## config.mk

```make
export PLATFORM = sky130hd
export DESIGN_NAME = regex_node_table_matcher
export DESIGN_NICKNAME = d
export VERILOG_FILES = /design/src/hdl/rntm_pkg.sv /design/src/hdl/rntm_fifo.sv /design/src/hdl/rntm_front.sv /design/src/hdl/rntm_back.sv /design/src/hdl/regex_node_table_matcher.sv
export VERILOG_INCLUDE_DIRS = /design/src /design/src/hdl
export SDC_FILE = /design/constraint.sdc
export NUM_CORES = 1
export LEC_CHECK = 0
export BUFFER_PORTS_ARGS = -buffer_cell sky130_fd_sc_hd__buf_4
export CORE_MARGIN = 5
export CORE_UTILIZATION = 45
export CTS_CLUSTER_DIAMETER = 200
export DETAILED_ROUTE_END_ITERATION = 12
export PLACE_DENSITY = 0.67
export SLEW_MARGIN = 25
export SYNTH_ARGS = -nofsm -noshare
export SYNTH_HDL_FRONTEND = slang
export SYNTH_SLANG_ARGS = --single-unit
```

## constraint.sdc

```tcl
create_clock -name i_clk -period 8.7 [get_ports i_clk]
set_input_delay 0.435 -clock i_clk [delete_from_list [all_inputs] [get_ports i_clk]]
set_output_delay 0.435 -clock i_clk [all_outputs]
set_load 0.05 [all_outputs]
```

## src/hdl/regex_node_table_matcher_assert.svh

```systemverilog
`ifndef REGEX_NODE_TABLE_MATCHER_ASSERT_SVH
`define REGEX_NODE_TABLE_MATCHER_ASSERT_SVH

// Checks that a condition implies another in the same cycle.
`define RNTM_ASSERT_SAME(lbl, ante, cons) \
    lbl: assert property (@(posedge i_clk) disable iff (!i_rst_n) (ante) |-> (cons)) \
        else $error("rntm same-cycle check failed");

// Checks that a condition implies another in the next cycle.
`define RNTM_ASSERT_NEXT(lbl, ante, cons) \
    lbl: assert property (@(posedge i_clk) disable iff (!i_rst_n) (ante) |=> (cons)) \
        else $error("rntm next-cycle check failed");

`endif

```

## src/hdl/rntm_pkg.sv

```systemverilog
`default_nettype none

package rntm_pkg;

    localparam int MAX_NODES       = 16;
    localparam int NODE_IDX_BITS   = 4;
    localparam int PTR_BITS        = 5;
    localparam int CHAR_BITS       = 8;
    localparam int OUT_POS_BITS    = 16;
    localparam int GROUP_NUM_BITS  = 3;
    localparam int CFG_IDX_BITS    = 1;
    localparam int CFG_DATA_BITS   = 5;

    localparam logic ITEM_NODE = 1'b0;
    localparam logic ITEM_CHAR = 1'b1;

    localparam logic [1:0] NK_CHAR        = 2'd0;
    localparam logic [1:0] NK_GROUP_OPEN  = 2'd1;
    localparam logic [1:0] NK_GROUP_CLOSE = 2'd2;

    localparam logic [1:0] REC_MATCH    = 2'd0;
    localparam logic [1:0] REC_GROUP    = 2'd1;
    localparam logic [1:0] REC_NO_MATCH = 2'd2;
    localparam logic [1:0] REC_OVERFLOW = 2'd3;

    localparam logic [CFG_IDX_BITS-1:0] CFG_NODE_COUNT = 1'b0;
    localparam logic [CFG_IDX_BITS-1:0] CFG_FIND_ALL   = 1'b1;

    typedef struct packed {
        logic       kind;
        logic [3:0] node_slot;
        logic [1:0] node_kind;
        logic [7:0] node_low_char;
        logic [7:0] node_high_char;
        logic       node_wildcard;
        logic       node_inverted;
        logic [3:0] jump_on_match;
        logic [3:0] jump_on_miss;
        logic [7:0] text_char;
        logic       text_last;
    } t_in_item;

    typedef struct packed {
        logic [1:0]  record_kind;
        logic [15:0] span_start;
        logic [15:0] span_length;
        logic [2:0]  group_number;
        logic        last;
    } t_out_item;

    typedef struct packed {
        logic [1:0] kind;
        logic [7:0] lo;
        logic [7:0] hi;
        logic       any;
        logic       inv;
        logic [3:0] jm;
        logic [3:0] jx;
    } t_node;

    typedef struct packed {
        logic                     is_char;
        logic [NODE_IDX_BITS-1:0] slot;
        t_node                    node;
        logic [CHAR_BITS-1:0]     ch;
        logic                     last;
    } t_cmd;

    typedef enum logic [1:0] {
        ST_IDLE,
        ST_WALK,
        ST_EMIT_MATCH,
        ST_EMIT_GROUP
    } t_state;

    function automatic logic char_hits(input t_node nd, input logic [CHAR_BITS-1:0] c);
        logic cond;
        if (nd.hi != '0) begin
            cond = (c >= nd.lo) && (c <= nd.hi);
        end else begin
            cond = (c == nd.lo);
        end
        return (c != '0) && (nd.any || (nd.inv ^ cond));
    endfunction

endpackage

`default_nettype wire

```

## src/hdl/rntm_fifo.sv

```systemverilog
`default_nettype none

module rntm_fifo #(
    parameter int WIDTH = 8,
    parameter int DEPTH = 2
) (
    input  wire logic             i_clk,
    input  wire logic             i_rst_n,
    input  wire logic             i_wr,
    input  wire logic [WIDTH-1:0] i_data,
    output logic                  o_full,
    output logic                  o_valid,
    output logic [WIDTH-1:0]      o_data,
    input  wire logic             i_rd
);

    localparam int AW = (DEPTH > 1) ? $clog2(DEPTH) : 1;
    localparam int CW = $clog2(DEPTH + 1);

    logic [WIDTH-1:0] r_mem [DEPTH];
    logic [AW-1:0]    r_wp, n_wp, r_rp, n_rp;
    logic [CW-1:0]    r_cnt, n_cnt;
    logic             w_wr_ok, w_rd_ok;

    assign o_full  = (r_cnt == CW'(DEPTH));
    assign o_valid = (r_cnt != '0);
    assign o_data  = r_mem[r_rp];
    assign w_wr_ok = i_wr && !o_full;
    assign w_rd_ok = i_rd && o_valid;

    always_comb begin
        n_wp  = r_wp;
        n_rp  = r_rp;
        n_cnt = r_cnt;
        if (w_wr_ok) begin
            n_wp = (r_wp == AW'(DEPTH - 1)) ? '0 : r_wp + 1'b1;
        end
        if (w_rd_ok) begin
            n_rp = (r_rp == AW'(DEPTH - 1)) ? '0 : r_rp + 1'b1;
        end
        if (w_wr_ok && !w_rd_ok) begin
            n_cnt = r_cnt + 1'b1;
        end else if (!w_wr_ok && w_rd_ok) begin
            n_cnt = r_cnt - 1'b1;
        end
    end

    always_ff @(posedge i_clk) begin
        if (!i_rst_n) begin
            r_wp  <= '0;
            r_rp  <= '0;
            r_cnt <= '0;
        end else begin
            r_wp  <= n_wp;
            r_rp  <= n_rp;
            r_cnt <= n_cnt;
        end
    end

    always_ff @(posedge i_clk) begin
        if (w_wr_ok) begin
            r_mem[r_wp] <= i_data;
        end
    end

endmodule

`default_nettype wire

```

## src/hdl/rntm_front.sv

```systemverilog
`default_nettype none

module rntm_front (
    input  wire logic                i_clk,
    input  wire logic                i_rst_n,
    input  wire logic                i_push,
    input  wire rntm_pkg::t_in_item  i_item,
    output logic                     o_full,
    output logic                     o_cmd_valid,
    output rntm_pkg::t_cmd           o_cmd,
    input  wire logic                i_cmd_pop
);

    rntm_pkg::t_cmd                      w_cmd;
    logic [$bits(rntm_pkg::t_cmd)-1:0]   w_head;

    // Each word is classified and its node fields packed before it is queued.
    always_comb begin
        w_cmd.is_char = (i_item.kind == rntm_pkg::ITEM_CHAR);
        w_cmd.slot    = i_item.node_slot;
        w_cmd.node.kind = i_item.node_kind;
        w_cmd.node.lo   = i_item.node_low_char;
        w_cmd.node.hi   = i_item.node_high_char;
        w_cmd.node.any  = i_item.node_wildcard;
        w_cmd.node.inv  = i_item.node_inverted;
        w_cmd.node.jm   = i_item.jump_on_match;
        w_cmd.node.jx   = i_item.jump_on_miss;
        w_cmd.ch      = i_item.text_char;
        w_cmd.last    = i_item.text_last;
    end

    rntm_fifo #(
        .WIDTH($bits(rntm_pkg::t_cmd)),
        .DEPTH(2)
    ) u_cmd_fifo (
        .i_clk  (i_clk),
        .i_rst_n(i_rst_n),
        .i_wr   (i_push),
        .i_data (w_cmd),
        .o_full (o_full),
        .o_valid(o_cmd_valid),
        .o_data (w_head),
        .i_rd   (i_cmd_pop)
    );

    assign o_cmd = rntm_pkg::t_cmd'(w_head);

endmodule

`default_nettype wire

```

## src/hdl/rntm_back.sv

```systemverilog
`default_nettype none

module rntm_back #(
    parameter int MAX_GROUPS    = 8,
    parameter int POSITION_BITS = 16
) (
    input  wire logic                                  i_clk,
    input  wire logic                                  i_rst_n,
    input  wire logic                                  i_cfg_we,
    input  wire logic [rntm_pkg::CFG_IDX_BITS-1:0]     i_cfg_idx,
    input  wire logic [rntm_pkg::CFG_DATA_BITS-1:0]    i_cfg_data,
    input  wire logic                                  i_cmd_valid,
    input  wire rntm_pkg::t_cmd                        i_cmd,
    output logic                                       o_cmd_pop,
    input  wire logic                                  i_out_full,
    output logic                                       o_out_wr,
    output rntm_pkg::t_out_item                        o_out_rec
);

    localparam int GW = (MAX_GROUPS > 1) ? $clog2(MAX_GROUPS) : 1;
    localparam int CW = $clog2(MAX_GROUPS + 1);
    localparam int PB = POSITION_BITS;
    localparam int PW = rntm_pkg::PTR_BITS;

    rntm_pkg::t_state r_state, n_state;

    logic [PW-1:0]  r_node_count;
    logic           r_find_all;
    rntm_pkg::t_node r_table [rntm_pkg::MAX_NODES];

    logic [PW-1:0]  r_ptr, n_ptr;
    logic [PB-1:0]  r_pos, n_pos;
    logic [7:0]     r_held, n_held;
    logic           r_pending, n_pending;
    logic           r_last, n_last;
    logic           r_started, n_started;
    logic [PB-1:0]  r_begin, n_begin;
    logic [GW-1:0]  r_depth, n_depth;
    logic [CW-1:0]  r_ccount, n_ccount;
    logic           r_done, n_done;
    logic [GW-1:0]  r_gidx, n_gidx;

    logic [PB-1:0]  r_open [MAX_GROUPS];
    logic [PB-1:0]  r_cl_start [MAX_GROUPS];
    logic [PB-1:0]  r_cl_len [MAX_GROUPS];

    logic           w_tbl_we, w_open_we, w_cl_we;
    logic [PB-1:0]  w_cl_start;

    logic [PW-1:0]  w_limit;
    logic           w_at_end;
    rntm_pkg::t_node w_nd;
    logic [3:0]     w_adv;
    logic           w_is_open, w_is_close, w_overflow, w_hit, w_idle_stop;
    logic           w_last_group, w_more;
    logic           w_restart, w_rearm;
    logic [PB-1:0]  w_m_start;

    assign w_limit     = (r_node_count > PW'(rntm_pkg::MAX_NODES)) ?
                         PW'(rntm_pkg::MAX_NODES) : r_node_count;
    assign w_at_end    = (r_ptr >= w_limit);
    assign w_nd        = r_table[r_ptr[rntm_pkg::NODE_IDX_BITS-1:0]];
    assign w_adv       = (w_nd.jm != '0) ? w_nd.jm : 4'd1;
    assign w_is_open   = (w_nd.kind == rntm_pkg::NK_GROUP_OPEN);
    assign w_is_close  = (w_nd.kind == rntm_pkg::NK_GROUP_CLOSE);
    assign w_overflow  = ((CW'(r_depth) + CW'(1)) >= CW'(MAX_GROUPS));
    assign w_hit       = r_pending && rntm_pkg::char_hits(w_nd, r_held);
    assign w_idle_stop = !r_pending && !r_last;
    assign w_last_group = ((CW'(r_gidx) + CW'(1)) == r_ccount);
    assign w_more      = r_pending || !r_last;
    assign w_m_start   = r_started ? r_begin : r_pos;
    assign w_cl_start  = r_open[r_depth - 1'b1];

    always_comb begin
        n_state = r_state;
        case (r_state)
            rntm_pkg::ST_IDLE: begin
                if (i_cmd_valid && i_cmd.is_char && !r_done) begin
                    n_state = rntm_pkg::ST_WALK;
                end
            end
            rntm_pkg::ST_WALK: begin
                if (w_at_end) begin
                    n_state = rntm_pkg::ST_EMIT_MATCH;
                end else if (w_is_open) begin
                    if (w_overflow && !i_out_full) begin
                        n_state = rntm_pkg::ST_IDLE;
                    end
                end else if (!w_is_close) begin
                    if (w_idle_stop) begin
                        n_state = rntm_pkg::ST_IDLE;
                    end else if (!w_hit && (w_nd.jx == '0) && !r_pending && !i_out_full) begin
                        n_state = rntm_pkg::ST_IDLE;
                    end
                end
            end
            rntm_pkg::ST_EMIT_MATCH: begin
                if (!i_out_full) begin
                    n_state = (r_ccount == '0) ? rntm_pkg::ST_IDLE : rntm_pkg::ST_EMIT_GROUP;
                end
            end
            rntm_pkg::ST_EMIT_GROUP: begin
                if (!i_out_full && w_last_group) begin
                    n_state = rntm_pkg::ST_IDLE;
                end
            end
            default: n_state = rntm_pkg::ST_IDLE;
        endcase
    end

    always_comb begin
        n_ptr     = r_ptr;
        n_pos     = r_pos;
        n_held    = r_held;
        n_pending = r_pending;
        n_last    = r_last;
        n_started = r_started;
        n_begin   = r_begin;
        n_depth   = r_depth;
        n_ccount  = r_ccount;
        n_done    = r_done;
        n_gidx    = r_gidx;
        w_tbl_we  = 1'b0;
        w_open_we = 1'b0;
        w_cl_we   = 1'b0;
        w_restart = 1'b0;
        w_rearm   = 1'b0;
        o_cmd_pop = 1'b0;
        o_out_wr  = 1'b0;
        o_out_rec.record_kind  = rntm_pkg::REC_MATCH;
        o_out_rec.span_start   = rntm_pkg::OUT_POS_BITS'(r_pos);
        o_out_rec.span_length  = '0;
        o_out_rec.group_number = '0;
        o_out_rec.last         = 1'b1;
        case (r_state)
            rntm_pkg::ST_IDLE: begin
                o_cmd_pop = i_cmd_valid;
                if (i_cmd_valid) begin
                    if (!i_cmd.is_char) begin
                        w_tbl_we = 1'b1;
                    end else if (r_done) begin
                        w_rearm = i_cmd.last;
                    end else begin
                        n_held    = i_cmd.ch;
                        n_pending = 1'b1;
                        n_last    = i_cmd.last;
                    end
                end
            end
            rntm_pkg::ST_WALK: begin
                if (w_at_end) begin
                    n_gidx = '0;
                end else if (w_is_open) begin
                    if (w_overflow) begin
                        o_out_wr = !i_out_full;
                        o_out_rec.record_kind = rntm_pkg::REC_OVERFLOW;
                        if (!i_out_full) begin
                            w_rearm = r_last;
                            n_done  = !r_last;
                        end
                    end else begin
                        w_open_we = 1'b1;
                        n_depth   = r_depth + 1'b1;
                        n_ptr     = r_ptr + PW'(w_adv);
                    end
                end else if (w_is_close) begin
                    if (r_depth != '0) begin
                        n_depth = r_depth - 1'b1;
                        if (r_ccount < CW'(MAX_GROUPS)) begin
                            w_cl_we  = 1'b1;
                            n_ccount = r_ccount + 1'b1;
                        end
                    end
                    n_ptr = r_ptr + PW'(w_adv);
                end else if (!w_idle_stop) begin
                    if (w_hit) begin
                        if (!r_started) begin
                            n_started = 1'b1;
                            n_begin   = r_pos;
                        end
                        n_pos     = r_pos + 1'b1;
                        n_pending = 1'b0;
                        n_ptr     = r_ptr + PW'(w_nd.jm);
                    end else if (w_nd.jx == '0) begin
                        if (!r_pending) begin
                            o_out_wr = !i_out_full;
                            o_out_rec.record_kind = rntm_pkg::REC_NO_MATCH;
                            w_rearm = !i_out_full;
                        end else begin
                            if (!r_started) begin
                                n_pos     = r_pos + 1'b1;
                                n_pending = 1'b0;
                            end
                            w_restart = 1'b1;
                        end
                    end else begin
                        n_ptr = r_ptr + PW'(w_nd.jx);
                    end
                end
            end
            rntm_pkg::ST_EMIT_MATCH, rntm_pkg::ST_EMIT_GROUP: begin
                o_out_wr = !i_out_full;
                if (r_state == rntm_pkg::ST_EMIT_MATCH) begin
                    o_out_rec.span_start  = rntm_pkg::OUT_POS_BITS'(w_m_start);
                    o_out_rec.span_length = rntm_pkg::OUT_POS_BITS'(r_pos - w_m_start);
                    o_out_rec.last        = (r_ccount == '0);
                end else begin
                    o_out_rec.record_kind  = rntm_pkg::REC_GROUP;
                    o_out_rec.span_start   = rntm_pkg::OUT_POS_BITS'(r_cl_start[r_gidx]);
                    o_out_rec.span_length  = rntm_pkg::OUT_POS_BITS'(r_cl_len[r_gidx]);
                    o_out_rec.group_number = rntm_pkg::GROUP_NUM_BITS'(r_gidx);
                    o_out_rec.last         = w_last_group;
                    if (!i_out_full) begin
                        n_gidx = r_gidx + 1'b1;
                    end
                end
                if (!i_out_full && o_out_rec.last) begin
                    if (!r_find_all || !w_more) begin
                        w_rearm = r_last;
                        n_done  = !r_last;
                    end else if (r_pending) begin
                        n_pos     = r_pos + 1'b1;
                        w_rearm   = r_last;
                        w_restart = !r_last;
                    end else begin
                        w_restart = 1'b1;
                    end
                end
            end
            default: begin
                n_ptr = r_ptr;
            end
        endcase
        if (w_restart || w_rearm) begin
            n_ptr     = '0;
            n_started = 1'b0;
            n_depth   = '0;
            n_ccount  = '0;
        end
        if (w_rearm) begin
            n_pos   = '0;
            n_begin = '0;
            n_done  = 1'b0;
        end
    end

    always_ff @(posedge i_clk) begin
        if (!i_rst_n) begin
            r_state      <= rntm_pkg::ST_IDLE;
            r_node_count <= '0;
            r_find_all   <= 1'b0;
            r_ptr        <= '0;
            r_pos        <= '0;
            r_held       <= '0;
            r_pending    <= 1'b0;
            r_last       <= 1'b0;
            r_started    <= 1'b0;
            r_begin      <= '0;
            r_depth      <= '0;
            r_ccount     <= '0;
            r_done       <= 1'b0;
            r_gidx       <= '0;
        end else begin
            r_state   <= n_state;
            r_ptr     <= n_ptr;
            r_pos     <= n_pos;
            r_held    <= n_held;
            r_pending <= n_pending;
            r_last    <= n_last;
            r_started <= n_started;
            r_begin   <= n_begin;
            r_depth   <= n_depth;
            r_ccount  <= n_ccount;
            r_done    <= n_done;
            r_gidx    <= n_gidx;
            if (i_cfg_we) begin
                case (i_cfg_idx)
                    rntm_pkg::CFG_NODE_COUNT: r_node_count <= i_cfg_data[PW-1:0];
                    rntm_pkg::CFG_FIND_ALL:   r_find_all   <= i_cfg_data[0];
                    default:                  r_find_all   <= r_find_all;
                endcase
            end
        end
    end

    always_ff @(posedge i_clk) begin
        if (w_tbl_we) begin
            r_table[i_cmd.slot] <= i_cmd.node;
        end
        if (w_open_we) begin
            r_open[r_depth] <= r_pos;
        end
        if (w_cl_we) begin
            r_cl_start[r_ccount[GW-1:0]] <= w_cl_start;
            r_cl_len[r_ccount[GW-1:0]]   <= r_pos - w_cl_start;
        end
    end

endmodule

`default_nettype wire

```

## src/hdl/regex_node_table_matcher.sv

```systemverilog
// Channel   Direction  Handshake                   Payload
// input     in         push / full                 i_item   (rntm_pkg::t_in_item)
// result    out        empty / pop                 o_record (rntm_pkg::t_out_item)
// config    in         i_cfg_we                    i_cfg_idx, i_cfg_data
//
// A node write is taken by the engine in its idle state; a text character is taken from the
// input queue, then the engine visits the pattern nodes one by one, finds the end of the
// pattern on a match and sends each match or group record in turn.
// The node walk in the engine sets the rate: one node per cycle unless a record waits for result room.
// Reset is synchronous and clears all control state; the node table is undefined until written.
// Either side may stall: two-word queues sit at the input and at the result side.
`default_nettype none

`include "regex_node_table_matcher_assert.svh"

module regex_node_table_matcher #(
    parameter int MAX_GROUPS    = 8,
    parameter int POSITION_BITS = 16
) (
    input  wire logic                                i_clk,
    input  wire logic                                i_rst_n,
    input  wire logic                                push,
    output logic                                     full,
    input  wire rntm_pkg::t_in_item                  i_item,
    output logic                                     empty,
    input  wire logic                                pop,
    output rntm_pkg::t_out_item                      o_record,
    input  wire logic                                i_cfg_we,
    input  wire logic [rntm_pkg::CFG_IDX_BITS-1:0]   i_cfg_idx,
    input  wire logic [rntm_pkg::CFG_DATA_BITS-1:0]  i_cfg_data
);

    logic                                   w_cmd_valid;
    rntm_pkg::t_cmd                         w_cmd;
    logic                                   w_cmd_pop;
    logic                                   w_out_wr;
    rntm_pkg::t_out_item                    w_out_rec;
    logic                                   w_out_full;
    logic                                   w_out_valid;
    logic [$bits(rntm_pkg::t_out_item)-1:0] w_out_data;

    rntm_front u_front (
        .i_clk      (i_clk),
        .i_rst_n    (i_rst_n),
        .i_push     (push),
        .i_item     (i_item),
        .o_full     (full),
        .o_cmd_valid(w_cmd_valid),
        .o_cmd      (w_cmd),
        .i_cmd_pop  (w_cmd_pop)
    );

    rntm_back #(
        .MAX_GROUPS   (MAX_GROUPS),
        .POSITION_BITS(POSITION_BITS)
    ) u_back (
        .i_clk      (i_clk),
        .i_rst_n    (i_rst_n),
        .i_cfg_we   (i_cfg_we),
        .i_cfg_idx  (i_cfg_idx),
        .i_cfg_data (i_cfg_data),
        .i_cmd_valid(w_cmd_valid),
        .i_cmd      (w_cmd),
        .o_cmd_pop  (w_cmd_pop),
        .i_out_full (w_out_full),
        .o_out_wr   (w_out_wr),
        .o_out_rec  (w_out_rec)
    );

    rntm_fifo #(
        .WIDTH($bits(rntm_pkg::t_out_item)),
        .DEPTH(2)
    ) u_out_fifo (
        .i_clk  (i_clk),
        .i_rst_n(i_rst_n),
        .i_wr   (w_out_wr),
        .i_data (w_out_rec),
        .o_full (w_out_full),
        .o_valid(w_out_valid),
        .o_data (w_out_data),
        .i_rd   (pop)
    );

    assign empty    = !w_out_valid;
    assign o_record = rntm_pkg::t_out_item'(w_out_data);

    `RNTM_ASSERT_SAME(a_out_wr_room, w_out_wr, !w_out_full)
    `RNTM_ASSERT_SAME(a_cmd_pop_valid, w_cmd_pop, w_cmd_valid)
    `RNTM_ASSERT_NEXT(a_push_queued, push && !full, w_cmd_valid)

endmodule

`default_nettype wire

```

* Word-level counts from Yosys, hierarchy flattened
Memories as Yosys holds them, arrays and structs flattened. A register that Yosys moved wholly into a read port is not among the register bits.
Index checks and enable logic that the tools add are counted.
Widths: inputs -> output; s select.
** Storage, ports and cells
- Logic and storage cells :: 313
- Flip-flop bits (word level) :: 75
- Memories :: 6
- Bits in writable memories :: 992
- Input port bits :: 53
** Memories
- u_back.r_table :: depth 16, width 28, rd ports 1, clocked after Yosys merged registers in 1, wr ports 1, line rntm_back.sv:29 : rntm_pkg::t_node r_table [rntm_pkg::MAX_NODES];
- u_back.r_cl_len :: depth 8, width 16, rd ports 1, clocked after Yosys merged registers in 1, wr ports 1, line rntm_back.sv:45 : logic [PB-1:0] r_cl_len [MAX_GROUPS];
- u_back.r_cl_start :: depth 8, width 16, rd ports 1, clocked after Yosys merged registers in 1, wr ports 1, line rntm_back.sv:44 : logic [PB-1:0] r_cl_start [MAX_GROUPS];
- u_back.r_open :: depth 8, width 16, rd ports 1, clocked after Yosys merged registers in 0, wr ports 1, line rntm_back.sv:43 : logic [PB-1:0] r_open [MAX_GROUPS];
- u_front.u_cmd_fifo.r_mem :: depth 2, width 42, rd ports 1, clocked after Yosys merged registers in 1, wr ports 1, line rntm_fifo.sv:20 : logic [WIDTH-1:0] r_mem [DEPTH];
- u_out_fifo.r_mem :: depth 2, width 38, rd ports 1, clocked after Yosys merged registers in 1, wr ports 1, line rntm_fifo.sv:20
** Cells by class
- Order comparisons :: 6
- Bitwise gates (word level) :: 8
- Muxes and demuxes :: 148
- Reduce and logical (&&, ||, !) cells :: 67
- Equality and inequality tests :: 38
- Add/sub/neg operators :: 20
** Operator list (number)
- $mux 16 :: 12
- $mux 1 :: 81
- $mux 2 :: 22
- $mux 3 :: 12
- $mux 36 :: 1
- $mux 5 :: 7
- $mux 32 :: 1
- $pmux 16 s2 :: 1
- $sub 16x16->16 :: 2
- $ne 2x2->1 const B :: 11
- $logic_and 1x1->1 :: 20
- $ne 2x1->1 const B :: 10
- $reduce_and 6->1 :: 3
- $add 16x1->16 const B :: 1
- $reduce_bool 2->1 :: 8
- $reduce_bool 8->1 :: 2
- $add 5x4->5 :: 3
- $logic_not 1->1 :: 13
- $mux 4 :: 3
- $reduce_and 11->1 :: 1
- $eq 2x2->1 const B :: 5
- $reduce_and 5->1 :: 2
- $ne 3x1->1 const B :: 3
- $reduce_and 9->1 :: 1
- 37 further kinds :: 62

* Longest topological paths before layout
Gate-level depths: netlist (run 1).
- Word-level depth :: 18
- Gate-level depth with buffers :: 24

* Cells and area by module
From an unflattened synthesis (run 1), not the netlist that was laid out.
** Unflattened totals
- Cell total of the unflattened synthesis :: 2410
- Area, all modules :: 44112.3 um2
** Modules (own cells, without submodules)
- rntm_back :: seq. area each 26465.4 um2, times used 1, area an instance 37872.6 um2, cells an instance 2110
- rntm_fifo (u_front.u_cmd_fifo) :: seq. area each 2622.5 um2, times used 1, area an instance 3256.9 um2, cells an instance 156
- rntm_fifo (u_out_fifo) :: seq. area each 2382.3 um2, times used 1, area an instance 2979.1 um2, cells an instance 143
- regex_node_table_matcher :: seq. area each 0.0 um2, times used 1, area an instance 3.8 um2, cells an instance 1

* Worst setup path before layout (run 1)
OpenSTA, ideal clock, no wires.
- Kind :: reg-to-reg
- From :: reg with a tool-made name
- To :: mem u_back.r_cl_len[0][0] (netlist bit) (enable)
- Slack :: 1.544 ns
- Arrival time :: 6.654 ns
- Cell stages (with the launch flop) :: 13
- Library setup time :: 0.502 ns
- Required time :: 8.198 ns
- Clock period less this slack :: 7.156 ns
- Cells stage by stage :: dfxtp_1 buf_6 buf_12 buf_6 buf_6 buf_1 buf_1 mux4_2 mux4_2 ha_1 a21oi_1 nand4b_1 nor4_1
** RTL lines (line)
- end, declared :: rntm_back.sv:45

==> results of run 1 <==
[layout make-up]
| cell class | instances | area share, % |
|---|---|---|
| clock buffers | 127 | 5.59 |
| clock inverters | 70 | 1.61 |
| multi-input cells | 1134 | 23.8 |
| well taps | 1276 | 3.15 |
| flip-flops and latches | 1076 | 62.1 |
| repair buffers | 188 | 3.04 |
| inverters | 99 | 0.733 |
[metal layers]
metal  GRT usage (%)  vias up  wire length, um
met5               0        -                0
met4            5.31        0             2430
met3            2.77      153             5600
met2            32.3      696            49200
met1            24.3    11700            38600
li1                -    10011                -
[layout by cell type, fill, tap and decap left out, types with 23 or more instances in the layout]
cell type / count
a21oi_1: 29
edfxtp_1: 992
clkbuf_16: 109
mux4_2: 216
dlygate4sd3_1: 42
inv_1: 99
dfxtp_1: 74
a211oi_1: 36
mux2_2: 78
o21ai_0: 66
nand2_1: 100
nor2b_1: 25
ha_1: 70
clkinv_1: 23
nor2_1: 96
xnor2_1: 31
buf_4: 143
mux2i_1: 62
[sequential cells by signal, indices dropped and copies added, names as in the netlist, 4 cells and up, named ones only]
name / flops
u_back.r_held: 8
u_back.r_ptr: 5
u_back.r_cl_start: 128
u_back.r_ccount: 4
u_back.r_cl_len: 128
u_back.r_node_count: 5
u_back.r_table: 448
u_back.r_pos: 16
u_front.u_cmd_fifo.r_mem: 84
u_back.r_begin: 16
u_back.r_open: 128
u_out_fifo.r_mem: 76
[how the worst min path moves through the flow]
stage / slack (ps) / endpoint / start
global placement: 470 / u_back.r_begin[0] / u_back.r_begin[0]
CTS: 6 / u_back.r_node_count[1] / i_cfg_data[1]
detailed placement: 490 / u_back.r_begin[14] / u_back.r_begin[14]
finish: 40 / u_back.r_node_count[3] / i_cfg_data[3]
global route: 40 / u_back.r_node_count[2] / i_cfg_data[2]
floorplan: 460 / u_back.r_begin[0] / u_back.r_begin[0]
[critical path, stage by stage (launching register included)]
cell	delay [ps]
dfxtp_4	880
nor2b_1	720
a22oi_1	150
nand2_1	200
inv_1	70
ha_1	280
a21o_1	180
a221o_1	340
a221oi_1	490
o22a_1	250
a211oi_2	80
nor4_4	560
mux2_2	400
ha_1	210
fa_1	440
a21o_1	180
a21oi_1	150
a22oi_1	120
a21bo_2	260
a21oi_1	110
[cell families after synthesis]
| group | count (synthesis) |
|---|---|
| AOI/OAI and AO/OA | 262 |
| xor gates and xnor gates | 46 |
| adders and majority gates | 74 |
| buffers and inverters | 213 |
| DFF | 1076 |
| muxes | 368 |
| other | 1 |
| and+or+nand+nor | 368 |
[power breakdown]
part	internal, mW	switching, mW	leakage [nW]
Combinational	0.849	1.43	5.07
Clock	2.85	1.88	1.77
Sequential	6.13	0.190	9.64
[stage by stage]
stage | util, % | power, mW
after floorplan | - | 7.97
after global placement | 48.1 | 8.63
after detailed placement | 48.1 | 8.71
after CTS | 52.3 | 13.4
after global routing | 52.3 | 13.9
final | 52.3 | 13.3
==> run_results.csv, run 1 <==
group,metric,value,unit
hold_path,hold_depth,3,
detailed_routing,dr_total_vias,22560,
global_route,grt.total_usage,18.5,%
place,port_buffers,92,
clock_tree,path_clk_slew,60,ps
die,num_io_pins,93,
yosys,seq_area_frac_synth,71.3,%
setup_path,r2r-end,"u_back.r_ptr[4]",
global_route,globalRoute.totalOverflow,0,
yosys,ys_async_sr_fraction,0,%
yosys,synth_ff_type,"edfxtp_1",
clock_tree,numCtsBuffers,107,
sta,rsz0062_at_grt,"false",
die,die-height,323,um
cells_and_area,fin_area,50700,um^2
yosys,synthAdderAreaFrac,2.17,%
yosys,synth_common_cells,"992 x edfxtp_1, 216 x mux4_2, 118 x nor2_1",
cells_and_area,drive_gt1_share,24.9,%
cells_and_area,area_growth,15.0,%
clock_tree,cts_max_level,3,
setup_path,critPathMaxFanout,52,
sta,fin_crit,6170,ps
yosys,yosysTopAreaCellShare,67.5,%
yosys,synth_xor_xnor_area_share,0.944,%
sta,min_period_over_period,70.9,%
setup_path,crit_arrival,6760,ps
detailed_routing,drt_iter0_markers,1870,
setup_path,cp.required,9300,ps
yosys,synthTopCellsByArea,"edfxtp_1 68%, mux4_2 11%, dfxtp_1 3.8%",
yosys,synth_edf_count,992,
cells_and_area,nNetsFinal,2733,
yosys,synth_compound_area_share,4.17,%
global_route,grt_pass1_vias,23503,
detailed_routing,firstDrtPassIters,5,
clock_tree,cts_setup_buffers,0,
yosys,synthSimpleGateAreaFrac,4.20,%
yosys,synthDistinctLibCells,79,
clock_tree,clock-sinks,1076,
cells_and_area,n_fill_cell,7558,
cells_and_area,finalNonFillerCells,3970,
yosys,synthMuxAreaShare,15.1,%
clock_tree,cts_tree,"yes",
sta,finalClockSkew,24.1,ps
yosys,ys_ff_latch,1076,
place,dp.cells,3731,
global_route,grt_pass1_wl,145,mm
sta,fmax,162,MHz
global_route,antenna_found_initial,1,
yosys,syn_avg_cell_area,18.3,um^2
die,die_area,104000,um^2
place,hpwl,56.6,mm
setup_path,rrSetupSlack,2530,ps
cells_and_area,multi_input_area,12100,um^2
yosys,yosys.cell_count.top_type,"edfxtp_1",
yosys,synth_top_cell_by_area,"edfxtp_1",
yosys,yosysWarnings,0,
sta,tightest_slew,1040,ps
clock_tree,cts_hold_buf,42,
setup_path,cp-start-kind,"register",
detailed_routing,routed_via_density,5.68,
die,start_util,45.5,%
yosys,synth_top_family_by_area,"multiplexers",
detailed_routing,drc_errors,0,
setup_path,worstSetupPathType,"register to register",
die,core,97000,um^2
setup_path,r2r_cells,19,
clock_tree,root_buffer,"clkbuf_16",
clock_tree,cts_resized,0,
sta,maxSlewViolCount,0,
pwr,powerDensity,263,nW/um^2
yosys,syn_inst,2408,
die,num_rows,114,
clock_tree,cts_buffer_depth,3,
sta,hold_ws,41.3,ps
sta,timing.final.ws_setup,2530,ps
place,place_ws,2590,ps
setup_path,critPathCaptureType,"register",
detailed_routing,post_drt_wl_per_cell,24.1,um
yosys,netlist_area,44100,um^2
cells_and_area,register_area,31500,um^2
pwr,p_leak,16.5,nW
sta,slew_headroom,30.4,%
cells_and_area,diodes,0,
place,globalplace.congestion,0.815,
run,cap_violations,0,
run_status,status,"completed",
setup_path,endpoint,"u_back.r_ptr[4]",
hold_path,hp-class,"input port to register",
sta,fin_tns_setup,0,ps
sta,setup_viol,0,
place,dpl_cell_area,46600,um^2
global_route,grt_max_degree,75,
detailed_routing,antenna_left,0,
detailed_routing,wirelength,95.8,mm
die,die_width,323,um
clock_tree,clock_latency,670,ps
pwr,peakVddDrop,0.268,mV
sta,report.final.hold_viol_count,0,
No activity file was read; power rests on OpenSTA's default activity.
==> inputs of run 2 (changes only) <==
--- a/config.mk
+++ b/config.mk
@@ -11,7 +11,7 @@
 export CORE_UTILIZATION = 45
 export CTS_CLUSTER_DIAMETER = 200
 export DETAILED_ROUTE_END_ITERATION = 12
-export PLACE_DENSITY = 0.67
+export PLACE_DENSITY = 0.7
 export SLEW_MARGIN = 25
 export SYNTH_ARGS = -nofsm -noshare
 export SYNTH_HDL_FRONTEND = slang
==> constraint.sdc (replaced) <==
create_clock -name i_clk -period 5.2 [get_ports i_clk]
set_input_delay 0.26 -clock i_clk [delete_from_list [all_inputs] [get_ports i_clk]]
set_output_delay 0.26 -clock i_clk [all_outputs]
set_load 0.05 [all_outputs]
==> run 2 against run 1 <==
Against the previous run:
- clock skew decreased by 1.8 ps
- count of clock-buffer cells in the layout increased by 4
- sequential power increased by 66%
- fmax increased by 24%
- critical path depth increased by 3
- register-to-register slack got worse by 2300 ps
- via count increased by 1.8%
- design area increased by 1.7%
- final cell count increased by 1.4%
- critical path type unchanged
- critical endpoint unchanged
- largest cell class unchanged
- highest routed layer unchanged
==> run_results.csv, run 2 (synthesized netlist as in run 1, its figures left out) <==
group,metric,value,unit
run_status,status,"completed",
clock_tree,cts_buffer_depth,3,
sta,report.final.hold_viol_count,0,
cells_and_area,diodes,0,
die,die_area,104000,um^2
run,cap_violations,0,
die,core,97000,um^2
detailed_routing,routed_via_density,5.70,
cells_and_area,largest_reg_flops,448,
pwr,p_leak,16.9,nW
sta,setup_viol,0,
detailed_routing,post_drt_wl_per_cell,24.3,um
cells_and_area,area_growth,16.9,%
place,port_buffers,92,
sta,finalClockSkew,22.3,ps
cells_and_area,largest_register,"u_back.r_table",
cells_and_area,n_fill_cell,7375,
setup_path,critPathMaxFanout,6,
sta,min_period_over_period,95.7,%
setup_path,cp-start-kind,"register",
pwr,peakVddDrop,0.295,mV
die,num_io_pins,93,
cells_and_area,drive_gt1_share,27.1,%
sta,hold_ws,39.7,ps
setup_path,crit_arrival,5580,ps
setup_path,cp.required,5810,ps
sta,tightest_slew,970,ps
cells_and_area,final_cell_mix,"992 x edfxtp_1, 218 x mux4_2, 173 x buf_4, 108 x clkbuf_16",
clock_tree,numCtsBuffers,104,
detailed_routing,drc_errors,0,
global_route,grt_max_degree,69,
global_route,grt_pass1_wl,148,mm
detailed_routing,dr_total_vias,22966,
place,dpl_cell_area,47200,um^2
global_route,antenna_found_initial,1,
setup_path,worstSetupPathType,"register to register",
place,globalplace.congestion,0.836,
die,die_width,323,um
global_route,grt_pass1_vias,23946,
detailed_routing,wirelength,98.0,mm
sta,fin_crit,4980,ps
detailed_routing,drt_iter0_markers,2134,
global_route,grt.total_usage,18.8,%
cells_and_area,nNetsFinal,2789,
clock_tree,root_buffer,"clkbuf_16",
cells_and_area,layout_commonest_cell,"edfxtp_1",
cells_and_area,register_area,31500,um^2
detailed_routing,antenna_left,0,
sta,maxSlewViolCount,0,
clock_tree,clock_latency,680,ps
die,die-height,323,um
clock_tree,cts_max_level,3,
clock_tree,path_clk_slew,70,ps
cells_and_area,fin_area,51600,um^2
pwr,powerDensity,441,nW/um^2
setup_path,critPathCaptureType,"register",
cells_and_area,multi_input_area,12100,um^2
global_route,globalRoute.totalOverflow,0,
place,hpwl,59.7,mm
hold_path,hp-class,"input port to register",
sta,fmax,201,MHz
die,start_util,45.5,%
clock_tree,cts_tree,"yes",
detailed_routing,firstDrtPassIters,5,
clock_tree,clock-sinks,1076,
sta,slew_headroom,35.2,%
die,num_rows,114,
## run 2: cell count changes in the layout (fill, tap and decap cells not counted), sizes merged
cell	change
inv	+4
clkinvlp	-1
dlygate4sd3	+8
bufinv	+3
buf	+49
clkbuf	+6
clkinv	-12
## run 2: repair_timing
item / CTS / global route
buffers inserted: 0 / 5
endpoints found under the hold margin: 90 / 0
hold buffers: 50 / 0
gates cloned: 0 / 2
resized for setup: 1 / 19
endpoints found under the setup margin: 5 / 18
pin swaps: 1 / 3
## run 2: critical path, cell delays in order (launching register included)
cell and delay [ps]:
dfxtp_4 370, buf_12 120, buf_12 110, mux4_1 580, a22oi_2 190, nand2_1 100
inv_1 70, ha_1 220, and3_1 180, a221o_1 300, a221oi_2 280, buf_4 170
o22a_1 190, a211oi_4 60, nor4_4 240, mux2_2 380, ha_1 220, fa_2 370
a21o_1 160, a21oi_1 130, a22oi_1 110, a21bo_2 220, a21oi_1 110
## run 2: layout make-up
| class | instances | share of cell area, % |
|---|---|---|
| tap | 1276 | 3.10 |
| clock inverter | 64 | 1.78 |
| sequential | 1076 | 61.1 |
| multi-input combinational | 1134 | 23.5 |
| timing repair buffer | 247 | 4.37 |
| clock buffer | 131 | 5.44 |
| inverter | 99 | 0.721 |
## run 2: worst paths after layout
check	from	to	slack, ps	depth (start not counted)
setup reg to reg	register	u_back.r_ptr[4]	220	22
setup / recovery	register	u_back.r_ptr[4]	220	22
hold reg to reg	u_back.r_begin[0]	u_back.r_begin[0]	500	2
hold / removal	i_rst_n	u_back.r_held[1]	40	2
## run 2: metal layers
layer	share of wire (%)	up-vias	track usage (%)
met5	0	-	0
met4	2.0	0	4.61
met3	6.2	157	3.03
met2	51	818	32.9
met1	40	11871	24.9
li1	-	10120	-
## run 2: power by group
| part | internal (mW) | switching [mW] | leakage [nW] | total (mW) |
|---|---|---|---|---|
| logic | 1.57 | 2.53 | 5.41 | 4.10 |
| registers | 10.3 | 0.279 | 9.64 | 10.5 |
| clock network | 4.89 | 3.20 | 1.81 | 8.10 |
| total | 16.7 | 6.01 | 16.9 | 22.7 |
## run 2: per-stage QoR
stage / util [%] / power (mW) / instances / setup TNS, ps / worst slack (ps)
2_1_floorplan: - / 13.4 / 2423 / 0 / 8.27
3_3_place_gp: 48.6 / 14.6 / 3775 / 0 / 7.65
3_5_place_dp: 48.6 / 14.7 / 3775 / -12.1 / -12.1
4_1_cts: 53.0 / 22.8 / 4020 / 0 / 21.6
5_1_grt: 53.2 / 23.6 / 4027 / -190 / -51.6
6_report: 53.2 / 22.7 / 4027 / 0 / 222
